[src/rtl/usd_pkg.sv]
// usd_pkg: item types, status codes and lead-byte classification for the
// utf-8 stream decoder; no dependencies
`default_nettype none

package usd_pkg;

  localparam int unsigned QueueDepth = 4;

  typedef enum logic [1:0] {
    StOk      = 2'd0,
    StBadLead = 2'd1,
    StMissing = 2'd2,
    StTrunc   = 2'd3
  } status_e;

  typedef struct packed {
    logic [7:0] data_byte;
    logic       final_byte;
  } in_t;

  typedef struct packed {
    logic [20:0] code_point;
    logic [2:0]  seq_length;
    status_e     status;
    logic        last_of_run;
  } out_t;

  // results of one byte handed from front to queue
  typedef struct packed {
    logic [1:0] cnt;
    out_t       r0;
    out_t       r1;
  } push_t;

  typedef struct packed {
    logic        is_ascii;
    logic        is_bad;
    logic [2:0]  len;
    logic [20:0] init;
  } lead_t;

  localparam logic [7:0] MaskTop1 = 8'b1000_0000;
  localparam logic [7:0] MaskTop2 = 8'b1100_0000;
  localparam logic [7:0] MaskTop3 = 8'b1110_0000;
  localparam logic [7:0] MaskTop4 = 8'b1111_0000;
  localparam logic [7:0] MaskTop5 = 8'b1111_1000;

  function automatic lead_t lead_decode(logic [7:0] b);
    lead_t l;
    l = '0;
    if ((b & MaskTop1) == 8'h00) begin
      l.is_ascii = 1'b1;
      l.len      = 3'd1;
      l.init     = {13'd0, b};
    end else if ((b & MaskTop3) == MaskTop2) begin
      l.len  = 3'd2;
      l.init = {16'd0, b[4:0]};
    end else if ((b & MaskTop4) == MaskTop3) begin
      l.len  = 3'd3;
      l.init = {17'd0, b[3:0]};
    end else if ((b & MaskTop5) == MaskTop4) begin
      l.len  = 3'd4;
      l.init = {18'd0, b[2:0]};
    end else begin
      l.is_bad = 1'b1;
      l.len    = 3'd1;
    end
    return l;
  endfunction

  function automatic out_t mk_res(logic [20:0] cp, logic [2:0] len, status_e st);
    out_t r;
    r.code_point  = cp;
    r.seq_length  = len;
    r.status      = st;
    r.last_of_run = 1'b0;
    return r;
  endfunction

endpackage

`default_nettype wire

[src/rtl/utf8_stream_decoder_core.sv]
// utf8_stream_decoder_core: top level of the utf-8 stream decoder
// throughput: one byte per cycle while the queue is not full; one result per cycle leaves
// the output while the consumer does not stall, so the two results of a byte leave in turn
// a byte's results are written to the queue at the edge that accepts it and move into the
// output register once that register is empty or its result is taken
// reset: asynchronous, clears the pending sequence, the queue and output valid
`default_nettype none

module utf8_stream_decoder_core #(
  parameter int unsigned QDepth = usd_pkg::QueueDepth
) (
  input  wire logic           clk_i,
  input  wire logic           rst_ni,
  input  wire logic           in_valid_i,
  output logic                in_stall_o,
  input  wire usd_pkg::in_t   in_data_i,
  output logic                out_valid_o,
  input  wire logic           out_stall_i,
  output usd_pkg::out_t       out_data_o
);
  import usd_pkg::*;

  localparam int unsigned CntW = $clog2(QDepth + 1);
  localparam logic [CntW-1:0] DepthC = CntW'(QDepth);

  push_t           push;
  out_t            q_head;
  logic            q_empty;
  logic            q_full;
  logic            pop;
  logic [CntW-1:0] q_count;

  // the input stalls only on queue occupancy, never on the output side
  assign in_stall_o = q_full;

  // front: holds the partial sequence and turns a byte into its results
  usd_front u_front (
    .clk_i      (clk_i),
    .rst_ni     (rst_ni),
    .in_valid_i (in_valid_i),
    .in_stall_i (q_full),
    .in_data_i  (in_data_i),
    .push_o     (push)
  );

  // queue: decouples byte acceptance from result delivery
  usd_queue #(
    .Depth (QDepth)
  ) u_queue (
    .clk_i   (clk_i),
    .rst_ni  (rst_ni),
    .push_i  (push),
    .pop_i   (pop),
    .head_o  (q_head),
    .empty_o (q_empty),
    .full_o  (q_full),
    .count_o (q_count)
  );

  // back: output register toward the consumer
  usd_back u_back (
    .clk_i       (clk_i),
    .rst_ni      (rst_ni),
    .q_empty_i   (q_empty),
    .q_head_i    (q_head),
    .pop_o       (pop),
    .out_valid_o (out_valid_o),
    .out_stall_i (out_stall_i),
    .out_data_o  (out_data_o)
  );

  // nothing is written while the input is stalled
  assert property (@(posedge clk_i) disable iff (!rst_ni)
    in_stall_o |-> (push.cnt == 2'd0))
    else $error("push while input stalled");

  // queue occupancy stays within its depth
  assert property (@(posedge clk_i) disable iff (!rst_ni)
    q_count <= DepthC)
    else $error("queue overflow");

  // a byte never gives more than two results, and only the last is marked
  assert property (@(posedge clk_i) disable iff (!rst_ni)
    (push.cnt == 2'd2) |-> (push.r1.last_of_run && !push.r0.last_of_run))
    else $error("last_of_run on wrong result");

  // an error result never carries a code point
  assert property (@(posedge clk_i) disable iff (!rst_ni)
    (out_valid_o && (out_data_o.status != StOk)) |-> (out_data_o.code_point == 21'd0))
    else $error("error result with nonzero code point");

endmodule

`default_nettype wire

[src/rtl/usd_front.sv]
// usd_front: accepts bytes, keeps the pending sequence and classifies each
// byte into zero, one or two results; depends on usd_pkg
`default_nettype none

module usd_front (
  input  wire logic           clk_i,
  input  wire logic           rst_ni,
  input  wire logic           in_valid_i,
  input  wire logic           in_stall_i,
  input  wire usd_pkg::in_t   in_data_i,
  output usd_pkg::push_t      push_o
);
  import usd_pkg::*;

  logic [2:0]  exp_q, exp_d;
  logic [2:0]  seen_q, seen_d;
  logic [20:0] part_q, part_d;

  logic        accept;
  lead_t       lead;
  logic [7:0]  b;
  logic        fin;
  logic [20:0] part_new;
  logic [2:0]  seen_new;
  out_t        lead_res;
  logic        lead_emit;
  push_t       push;

  assign accept   = in_valid_i && !in_stall_i;
  assign b        = in_data_i.data_byte;
  assign fin      = in_data_i.final_byte;
  assign lead     = lead_decode(b);
  assign part_new = {part_q[14:0], b[5:0]};
  assign seen_new = seen_q + 3'd1;

  always_comb begin
    exp_d     = exp_q;
    seen_d    = seen_q;
    part_d    = part_q;
    push      = '0;
    lead_res  = '0;
    lead_emit = 1'b0;

    // what the byte does when taken as a lead byte
    if (lead.is_ascii) begin
      lead_res  = mk_res(lead.init, 3'd1, StOk);
      lead_emit = 1'b1;
    end else if (lead.is_bad) begin
      lead_res  = mk_res(21'd0, 3'd1, StBadLead);
      lead_emit = 1'b1;
    end else if (fin) begin
      lead_res  = mk_res(21'd0, 3'd1, StTrunc);
      lead_emit = 1'b1;
    end

    if (accept) begin
      if (exp_q == 3'd0) begin
        if (lead_emit) begin
          push.cnt = 2'd1;
          push.r0  = lead_res;
        end else begin
          exp_d  = lead.len;
          seen_d = 3'd1;
          part_d = lead.init;
        end
      end else if ((b & MaskTop2) == MaskTop1) begin
        if (seen_new >= exp_q) begin
          push.cnt = 2'd1;
          push.r0  = mk_res(part_new, exp_q, StOk);
          exp_d    = 3'd0;
          seen_d   = 3'd0;
          part_d   = '0;
        end else if (fin) begin
          push.cnt = 2'd1;
          push.r0  = mk_res(21'd0, seen_new, StTrunc);
          exp_d    = 3'd0;
          seen_d   = 3'd0;
          part_d   = '0;
        end else begin
          seen_d = seen_new;
          part_d = part_new;
        end
      end else begin
        // interrupted sequence, then the byte starts over as a lead
        push.r0 = mk_res(21'd0, seen_q, StMissing);
        if (lead_emit) begin
          push.cnt = 2'd2;
          push.r1  = lead_res;
          exp_d    = 3'd0;
          seen_d   = 3'd0;
          part_d   = '0;
        end else begin
          push.cnt = 2'd1;
          exp_d    = lead.len;
          seen_d   = 3'd1;
          part_d   = lead.init;
        end
      end
    end

    if (push.cnt == 2'd1) begin
      push.r0.last_of_run = 1'b1;
    end else if (push.cnt == 2'd2) begin
      push.r1.last_of_run = 1'b1;
    end
  end

  assign push_o = push;

  always_ff @(posedge clk_i or negedge rst_ni) begin
    if (!rst_ni) begin
      exp_q  <= 3'd0;
      seen_q <= 3'd0;
      part_q <= '0;
    end else begin
      exp_q  <= exp_d;
      seen_q <= seen_d;
      part_q <= part_d;
    end
  end

endmodule

`default_nettype wire

[src/rtl/usd_queue.sv]
// usd_queue: short result queue between front and back, up to two writes
// and one read a cycle; depends on usd_pkg
`default_nettype none

module usd_queue #(
  parameter int unsigned Depth = usd_pkg::QueueDepth,
  localparam int unsigned PtrW = (Depth > 1) ? $clog2(Depth) : 1,
  localparam int unsigned CntW = $clog2(Depth + 1)
) (
  input  wire logic             clk_i,
  input  wire logic             rst_ni,
  input  wire usd_pkg::push_t   push_i,
  input  wire logic             pop_i,
  output usd_pkg::out_t         head_o,
  output logic                  empty_o,
  output logic                  full_o,
  output logic [CntW-1:0]       count_o
);
  import usd_pkg::*;

  localparam logic [PtrW-1:0] LastIdx  = PtrW'(Depth - 1);
  localparam logic [CntW-1:0] FreeLim  = CntW'(Depth - 2);

  out_t            mem_q [Depth];
  logic [PtrW-1:0] wr_q, wr_d, rd_q, rd_d, wr_nx;
  logic [CntW-1:0] cnt_q, cnt_d;
  logic            do_pop;

  function automatic logic [PtrW-1:0] inc(logic [PtrW-1:0] p);
    return (p == LastIdx) ? '0 : p + PtrW'(1);
  endfunction

  assign wr_nx   = inc(wr_q);
  assign do_pop  = pop_i && (cnt_q != '0);
  assign head_o  = mem_q[rd_q];
  assign empty_o = (cnt_q == '0);
  // room for two results keeps the front free of any per-byte look-ahead
  assign full_o  = (cnt_q > FreeLim);
  assign count_o = cnt_q;

  always_comb begin
    wr_d = wr_q;
    if (push_i.cnt == 2'd1) begin
      wr_d = wr_nx;
    end else if (push_i.cnt == 2'd2) begin
      wr_d = inc(wr_nx);
    end
    rd_d  = do_pop ? inc(rd_q) : rd_q;
    cnt_d = cnt_q + CntW'(push_i.cnt) - CntW'(do_pop);
  end

  always_ff @(posedge clk_i) begin
    if (push_i.cnt != 2'd0) begin
      mem_q[wr_q] <= push_i.r0;
    end
    if (push_i.cnt == 2'd2) begin
      mem_q[wr_nx] <= push_i.r1;
    end
  end

  always_ff @(posedge clk_i or negedge rst_ni) begin
    if (!rst_ni) begin
      wr_q  <= '0;
      rd_q  <= '0;
      cnt_q <= '0;
    end else begin
      wr_q  <= wr_d;
      rd_q  <= rd_d;
      cnt_q <= cnt_d;
    end
  end

endmodule

`default_nettype wire

[src/rtl/usd_back.sv]
// usd_back: output register that drains the result queue onto the output
// channel; depends on usd_pkg
`default_nettype none

module usd_back (
  input  wire logic           clk_i,
  input  wire logic           rst_ni,
  input  wire logic           q_empty_i,
  input  wire usd_pkg::out_t  q_head_i,
  output logic                pop_o,
  output logic                out_valid_o,
  input  wire logic           out_stall_i,
  output usd_pkg::out_t       out_data_o
);
  import usd_pkg::*;

  logic valid_q, valid_d;
  out_t data_q;

  assign pop_o   = !q_empty_i && (!valid_q || !out_stall_i);
  assign valid_d = pop_o || (valid_q && out_stall_i);

  always_ff @(posedge clk_i) begin
    if (pop_o) begin
      data_q <= q_head_i;
    end
  end

  always_ff @(posedge clk_i or negedge rst_ni) begin
    if (!rst_ni) begin
      valid_q <= 1'b0;
    end else begin
      valid_q <= valid_d;
    end
  end

  assign out_valid_o = valid_q;
  assign out_data_o  = data_q;

endmodule

`default_nettype wire
[config.mk]
export PLATFORM = sky130hd
export DESIGN_NAME = utf8_stream_decoder_core
export DESIGN_NICKNAME = d
export VERILOG_FILES = /design/src/rtl/usd_pkg.sv /design/src/rtl/utf8_stream_decoder_core.sv /design/src/rtl/usd_front.sv /design/src/rtl/usd_queue.sv /design/src/rtl/usd_back.sv
export SDC_FILE = /design/constraint.sdc
export NUM_CORES = 1
export LEC_CHECK = 0
export ABC_AREA = 1
export BUFFER_PORTS_ARGS = -buffer_cell sky130_fd_sc_hd__buf_2
export CAP_MARGIN = 0
export CORE_MARGIN = 1
export CORE_UTILIZATION = 60
export CTS_CLUSTER_SIZE = 10
export DETAILED_ROUTE_END_ITERATION = 8
export PLACE_DENSITY = 0.81
export SYNTH_ARGS = -nofsm -noshare
export SYNTH_HDL_FRONTEND = slang
export SYNTH_SLANG_ARGS = --single-unit
[constraint.sdc]
create_clock -name clk_i -period 4.9 [get_ports clk_i]
set_clock_uncertainty 0.1 [all_clocks]
set_input_delay 0.98 -clock clk_i [delete_from_list [all_inputs] [get_ports clk_i]]
set_output_delay 0.98 -clock clk_i [all_outputs]
set_load 0.05 [all_outputs]
## Yosys cells after proc, flatten, opt, wreduce, memory -nomap -nowiden

Memories as Yosys holds them, arrays and structs flattened. A register that Yosys moved wholly into a read port is not among the register bits.
Cells that the tools add are included.
W data, S select, Z words.

- Output and inout bits: 29
- Bits in registers: 29
- RAM bits: 108
- Memories: 1

- Mux-type cells: 56
- $add $sub $neg: 6
- Equality and inequality tests: 11
- Reductions and logical operators: 18
- $lt $le $gt $ge: 2

Memories:

| name | depth | width | rd ports | clocked after memory_dff | wr ports | RTL line | RTL |
|---|---|---|---|---|---|---|---|
| u_queue.mem_q | 4 | 27 | 1 | 1 | 2 | usd_queue.sv:24 | `out_t mem_q [Depth];` |

Operators by type and width:

| cell | number |
|---|---|
| $mux W27 | 5 |
| $mux W15 | 6 |
| $mux W28 | 3 |
| $mux W24 | 3 |
| $mux W29 | 2 |
| $mux W56 | 1 |
| $mux W3 | 13 |
| $mux W1 | 16 |
| $mux W2 | 6 |
| $eq A2 B2 Y1 const B | 5 |
| $logic_not A8 Y1 | 1 |
| $add A2 B1 Y2 const B | 3 |
| $logic_not A3 Y1 | 2 |
| $eq A5 B5 Y1 const B | 1 |
| $eq A4 B4 Y1 const B | 1 |
| $logic_and A1 B1 Y1 | 4 |
| $logic_not A1 Y1 | 4 |
| $mux W4 | 1 |
| $ne A4 B3 Y1 const B | 1 |
| $reduce_bool A2 Y1 | 2 |
| $add A3 B1 Y3 const B | 1 |
| $add A3 B2 Y3 | 1 |
| $eq A3 B3 Y1 const B | 1 |
| $ge A3 B3 Y1 | 1 |
| 8 further kinds | 9 |

## Logic depth before layout (Yosys ltp)

- Depth in word-level cells: 14
- Mapped depth: 21
- Mapped depth without buffers: 20

## Modules after synthesis

A second synthesis with hierarchy kept.

- Cell total of the unflattened synthesis: 953
- Area total of the unflattened synthesis: 8673.3 um^2

By module, submodules not included:

| module | cells an instance | instances | sequential area each (um^2) | area an instance (um^2) |
|---|---|---|---|---|
| usd_queue | 653 | 1 | 3418.3 | 6029.5 |
| usd_front | 269 | 1 | 525.5 | 1791.7 |
| usd_back | 31 | 1 | 835.8 | 852.1 |

## Worst setup path before layout

No wires, ideal clock.

- Path type: flip-flop to flip-flop
- Start point: reg u_front.seen_q[0]
- End point: mem u_queue.mem_q[3][0] (netlist bit), enable pin
- Cell stages (with the launch flop): 19
- Clock period less this slack: 3.386 ns
- Data arrival time: 2.947 ns
- Path buffers: 2
- Path slack: 1.514 ns
- Library setup time: 0.339 ns
- Cell sequence: dfrtp_1 -> ha_1 -> xnor2_1 -> inv_1 -> ha_1 -> a21oi_1 -> nand2_2 -> nor2_1 -> o21ai_0 -> nand2_1 -> o21ai_0 -> inv_1 -> ha_1 -> nand2_1 -> inv_1 -> buf_2 -> nor2_2 -> buf_2 -> inv_1

RTL lines:

| element | RTL line | RTL |
|---|---|---|
| start, declared | usd_front.sv:16 | `logic [2:0] seen_q, seen_d;` |
| start signal, assigned | usd_front.sv:117 | `seen_q <= seen_d;` |
| end, declared | usd_queue.sv:24 |  |

==> impl_metrics.json <==
{
  "status": "complete, no violations",
  "cts_sinks": 164,
  "finalMaxSlewViolations": 0,
  "drive_above_1_share_pct": 14.69,
  "syn_nets": 879,
  "clk_path_buf_depth": 2,
  "required_ns": 4.89,
  "slew_headroom_pct": 34.48,
  "setup_tns_ns": 0,
  "ys_ff_latch": 164,
  "synth.distinct_cells": 38,
  "power.switching_mw": 2.247,
  "worst_pin_slew_ns": 0.9827,
  "endpoint_kind": "register",
  "sw_frac_of_total_pct": 42.50,
  "nNetsFinal": 910,
  "seq_area_frac_synth_pct": 54.35,
  "areaGrowthSynthToFinish_pct": 11.45,
  "pre_cts_ws_ns": 0.5749,
  "rsz0062_at_grt": "no",
  "critical_path_class": "reg2reg",
  "clockPowerShare_pct": 24.8,
  "coreArea_um2": 12210,
  "synth_area_um2": 7615,
  "yosysTopAreaCell": "edfxtp_1",
  "dieHeight_um": 114.7,
  "hold_violations": 0,
  "p_leak_nw": 3.343,
  "dieWidth_um": 114.7,
  "clockRootBuffer": "clkbuf_16",
  "synthTopCellsByArea": "edfxtp_1 28%, dfxtp_1 17%, nand2_1 10%",
  "synth_top_cell_area_share_pct": 28.00,
  "cts-resized-gates": 0,
  "grt_pass1_vias": 5978,
  "place_congestion": 0.9028,
  "final-setup-viol-count": 0,
  "power-per-cell-area_nw_per_um2": 623.1,
  "final_util_pct": 69.50,
  "placedCellCount": 1028,
  "seq_area_um2": 4139,
  "rows": 40,
  "gr-usage-all-layers_pct": 30.56,
  "wl_per_cell_um": 17.57,
  "ios": 42,
  "ir_drop_v": 0.0003234,
  "hpwl_mm": 12.58,
  "viasPerCell": 5.895,
  "nFillCells": 966,
  "tritoncts": "built",
  "dieArea_um2": 13150,
  "h-tree-depth": 4,
  "drtPass1Iterations": 6,
  "numPortBuffers": 41,
  "vias": 6249,
  "hold_buffers": 0,
  "grt_start_max_net_pins": 56,
  "maxCapViolCount": 0,
  "start_kind": "register",
  "grt_pass1_wl_mm": 29.78,
  "routed_wl_mm": 18.62,
  "finalCritPeriodShare_pct": 86.46,
  "syn_avg_cell_area_um2": 8.980,
  "grt.overflow.total": 0,
  "period_needed_ns": 4.237,
  "power_frac_comb_pct": 38.5,
  "numCtsBuffers": 17,
  "yosys_warnings": 0,
  "syn-instance-count": 848,
  "p_seq_share_pct": 36.8,
  "critPathMaxFanout": 17,
  "antenna_left": 0,
  "multi_input_area_um2": 3049,
  "clk_pin_slew_ns": 0.06,
  "drtIter0Drc": 688,
  "cell_internal_pwr_mw": 3.041,
  "antenna_cells": 0,
  "drc": 0,
  "critical_path_arrival_ns": 4.23,
  "p_total_mw": 5.288,
  "hp-class": "reg2reg",
  "finalNonFillerCells": 1060,
  "antenna_found_initial": 0,
  "fin_ws_ns": 0.6633,
  "postCtsSetupRepairBufs": 0,
  "clk_latency_ns": 0.43,
  "start_util_pct": 62.36,
  "max_clock_freq_mhz": 236.0
}
-- layer usage --
| layer | share of wire (%) | GRT usage [%] |
|---|---|---|
| met1 | 42 | 39.26 |
| met4 | 1.9 | 13.42 |
| met5 | 0 | 0 |
| met2 | 47 | 49.01 |
| met3 | 9.0 | 7.835 |
-- per-stage QoR --
step	hold WS, ns	instance area [um2]
2_1_floorplan	0.3209	7615
3_3_place_gp	0.3329	7899
3_5_place_dp	0.3361	7899
4_1_cts	0.3515	8487
5_1_grt	0.3705	8487
6_report	0.3534	8487
-- cell families (layout without fill, tap and decap cells) --
| kind of cell | Yosys count | in the layout | synth area share (%) |
|---|---|---|---|
| simple gates | 356 | 356 | 21.15 |
| compound gates | 211 | 211 | 15.31 |
| flops | 164 | 164 | 54.35 |
| buf+inv | 95 | 139 | 5.668 |
| fa+ha+maj | 18 | 18 | 3.056 |
| xor+xnor | 4 | 4 | 0.4602 |
-- Yosys cell counts (all sizes together) --
cell type	n
nand2	212
o21ai	168
nor2	82
edfxtp	71
dfxtp	64
nand3	55
inv	52
o22ai	31
dfrtp	29
clkbuf	25
ha	17
buf	15
a21oi	9
nor3	4
clkinv	3
nand4	3
xnor2	3
a22oi	1
fa	1
o211ai	1
o21bai	1
xor2	1
-- critical path: stages (launching register included) --
cell and delay [ns]:
dfrtp_1 0.42, ha_1 0.23, xnor2_1 0.20, inv_1 0.11, ha_1 0.31, nand2_1 0.05
inv_1 0.04, nand2_1 0.06, nand2_2 0.14, nor2_1 0.09, o21ai_0 0.17, nand2_1 0.06
o21ai_0 0.17, inv_1 0.12, ha_1 0.25, nand2_1 0.12, inv_1 0.19, nor2_2 0.64
inv_1 0.41
-- worst paths after layout --
check | slack, ns | from | cells past startpoint | end
worst max-delay path | 0.66 | u_front.seen_q[0] | 18 | u_queue.mem_q[3][1]
worst min-delay path | 0.35 | u_queue.mem_q[2][4] | 2 | u_queue.mem_q[2][4]
worst max register to register | 0.66 | u_front.seen_q[0] | 18 | u_queue.mem_q[3][1]
worst min register to register | 0.35 | u_queue.mem_q[2][4] | 2 | u_queue.mem_q[2][4]
max in group asynchronous | 3.72 | rst_ni | 1 | u_front.part_q[11]
min in group asynchronous | 0.51 | rst_ni | 1 | u_queue.count_o[2]
-- cells in the final DEF, fill, tap and decap left out, drive strengths merged, types with 29 or more instances in the layout --
cell / instances
inv: 56
buf: 52
o21ai: 168
dfxtp: 64
nand2: 212
nor2: 82
dfrtp: 29
nand3: 55
o22ai: 31
edfxtp: 71
-- sequential cells by signal (all words and copies together), names as in the netlist --
| register | count |
|---|---|
| u_back.out_data_o | 27 |
| u_front.part_q | 15 |
| u_queue.rd_q | 2 |
| u_back.out_valid_o | 1 |
| u_front.seen_q | 3 |
| u_queue.wr_q | 2 |
| u_front.exp_q | 3 |
| u_queue.count_o | 3 |
| u_queue.mem_q | 108 |
-- layout make-up --
class                           count  share of cell area (%)
Sequential cell                   164                   48.77
Inverter                           55                   2.506
Clock buffer                       22                   5.838
Multi-Input combinational cell    589                   35.93
Tap cell                          168                   2.477
Clock inverter                     10                   1.091
Timing Repair Buffer               52                   3.391
-- power by group through the flow --
stage	registers, mW	clock network (mW)	logic, mW
floorplan	2.33	0	1.17
global placement	1.95	0	1.97
detailed placement	1.97	0	2.01
CTS	1.94	1.31	2.02
global route	1.98	1.37	2.23
finish	1.94	1.31	2.03
Power figures use the tool's default switching activity.
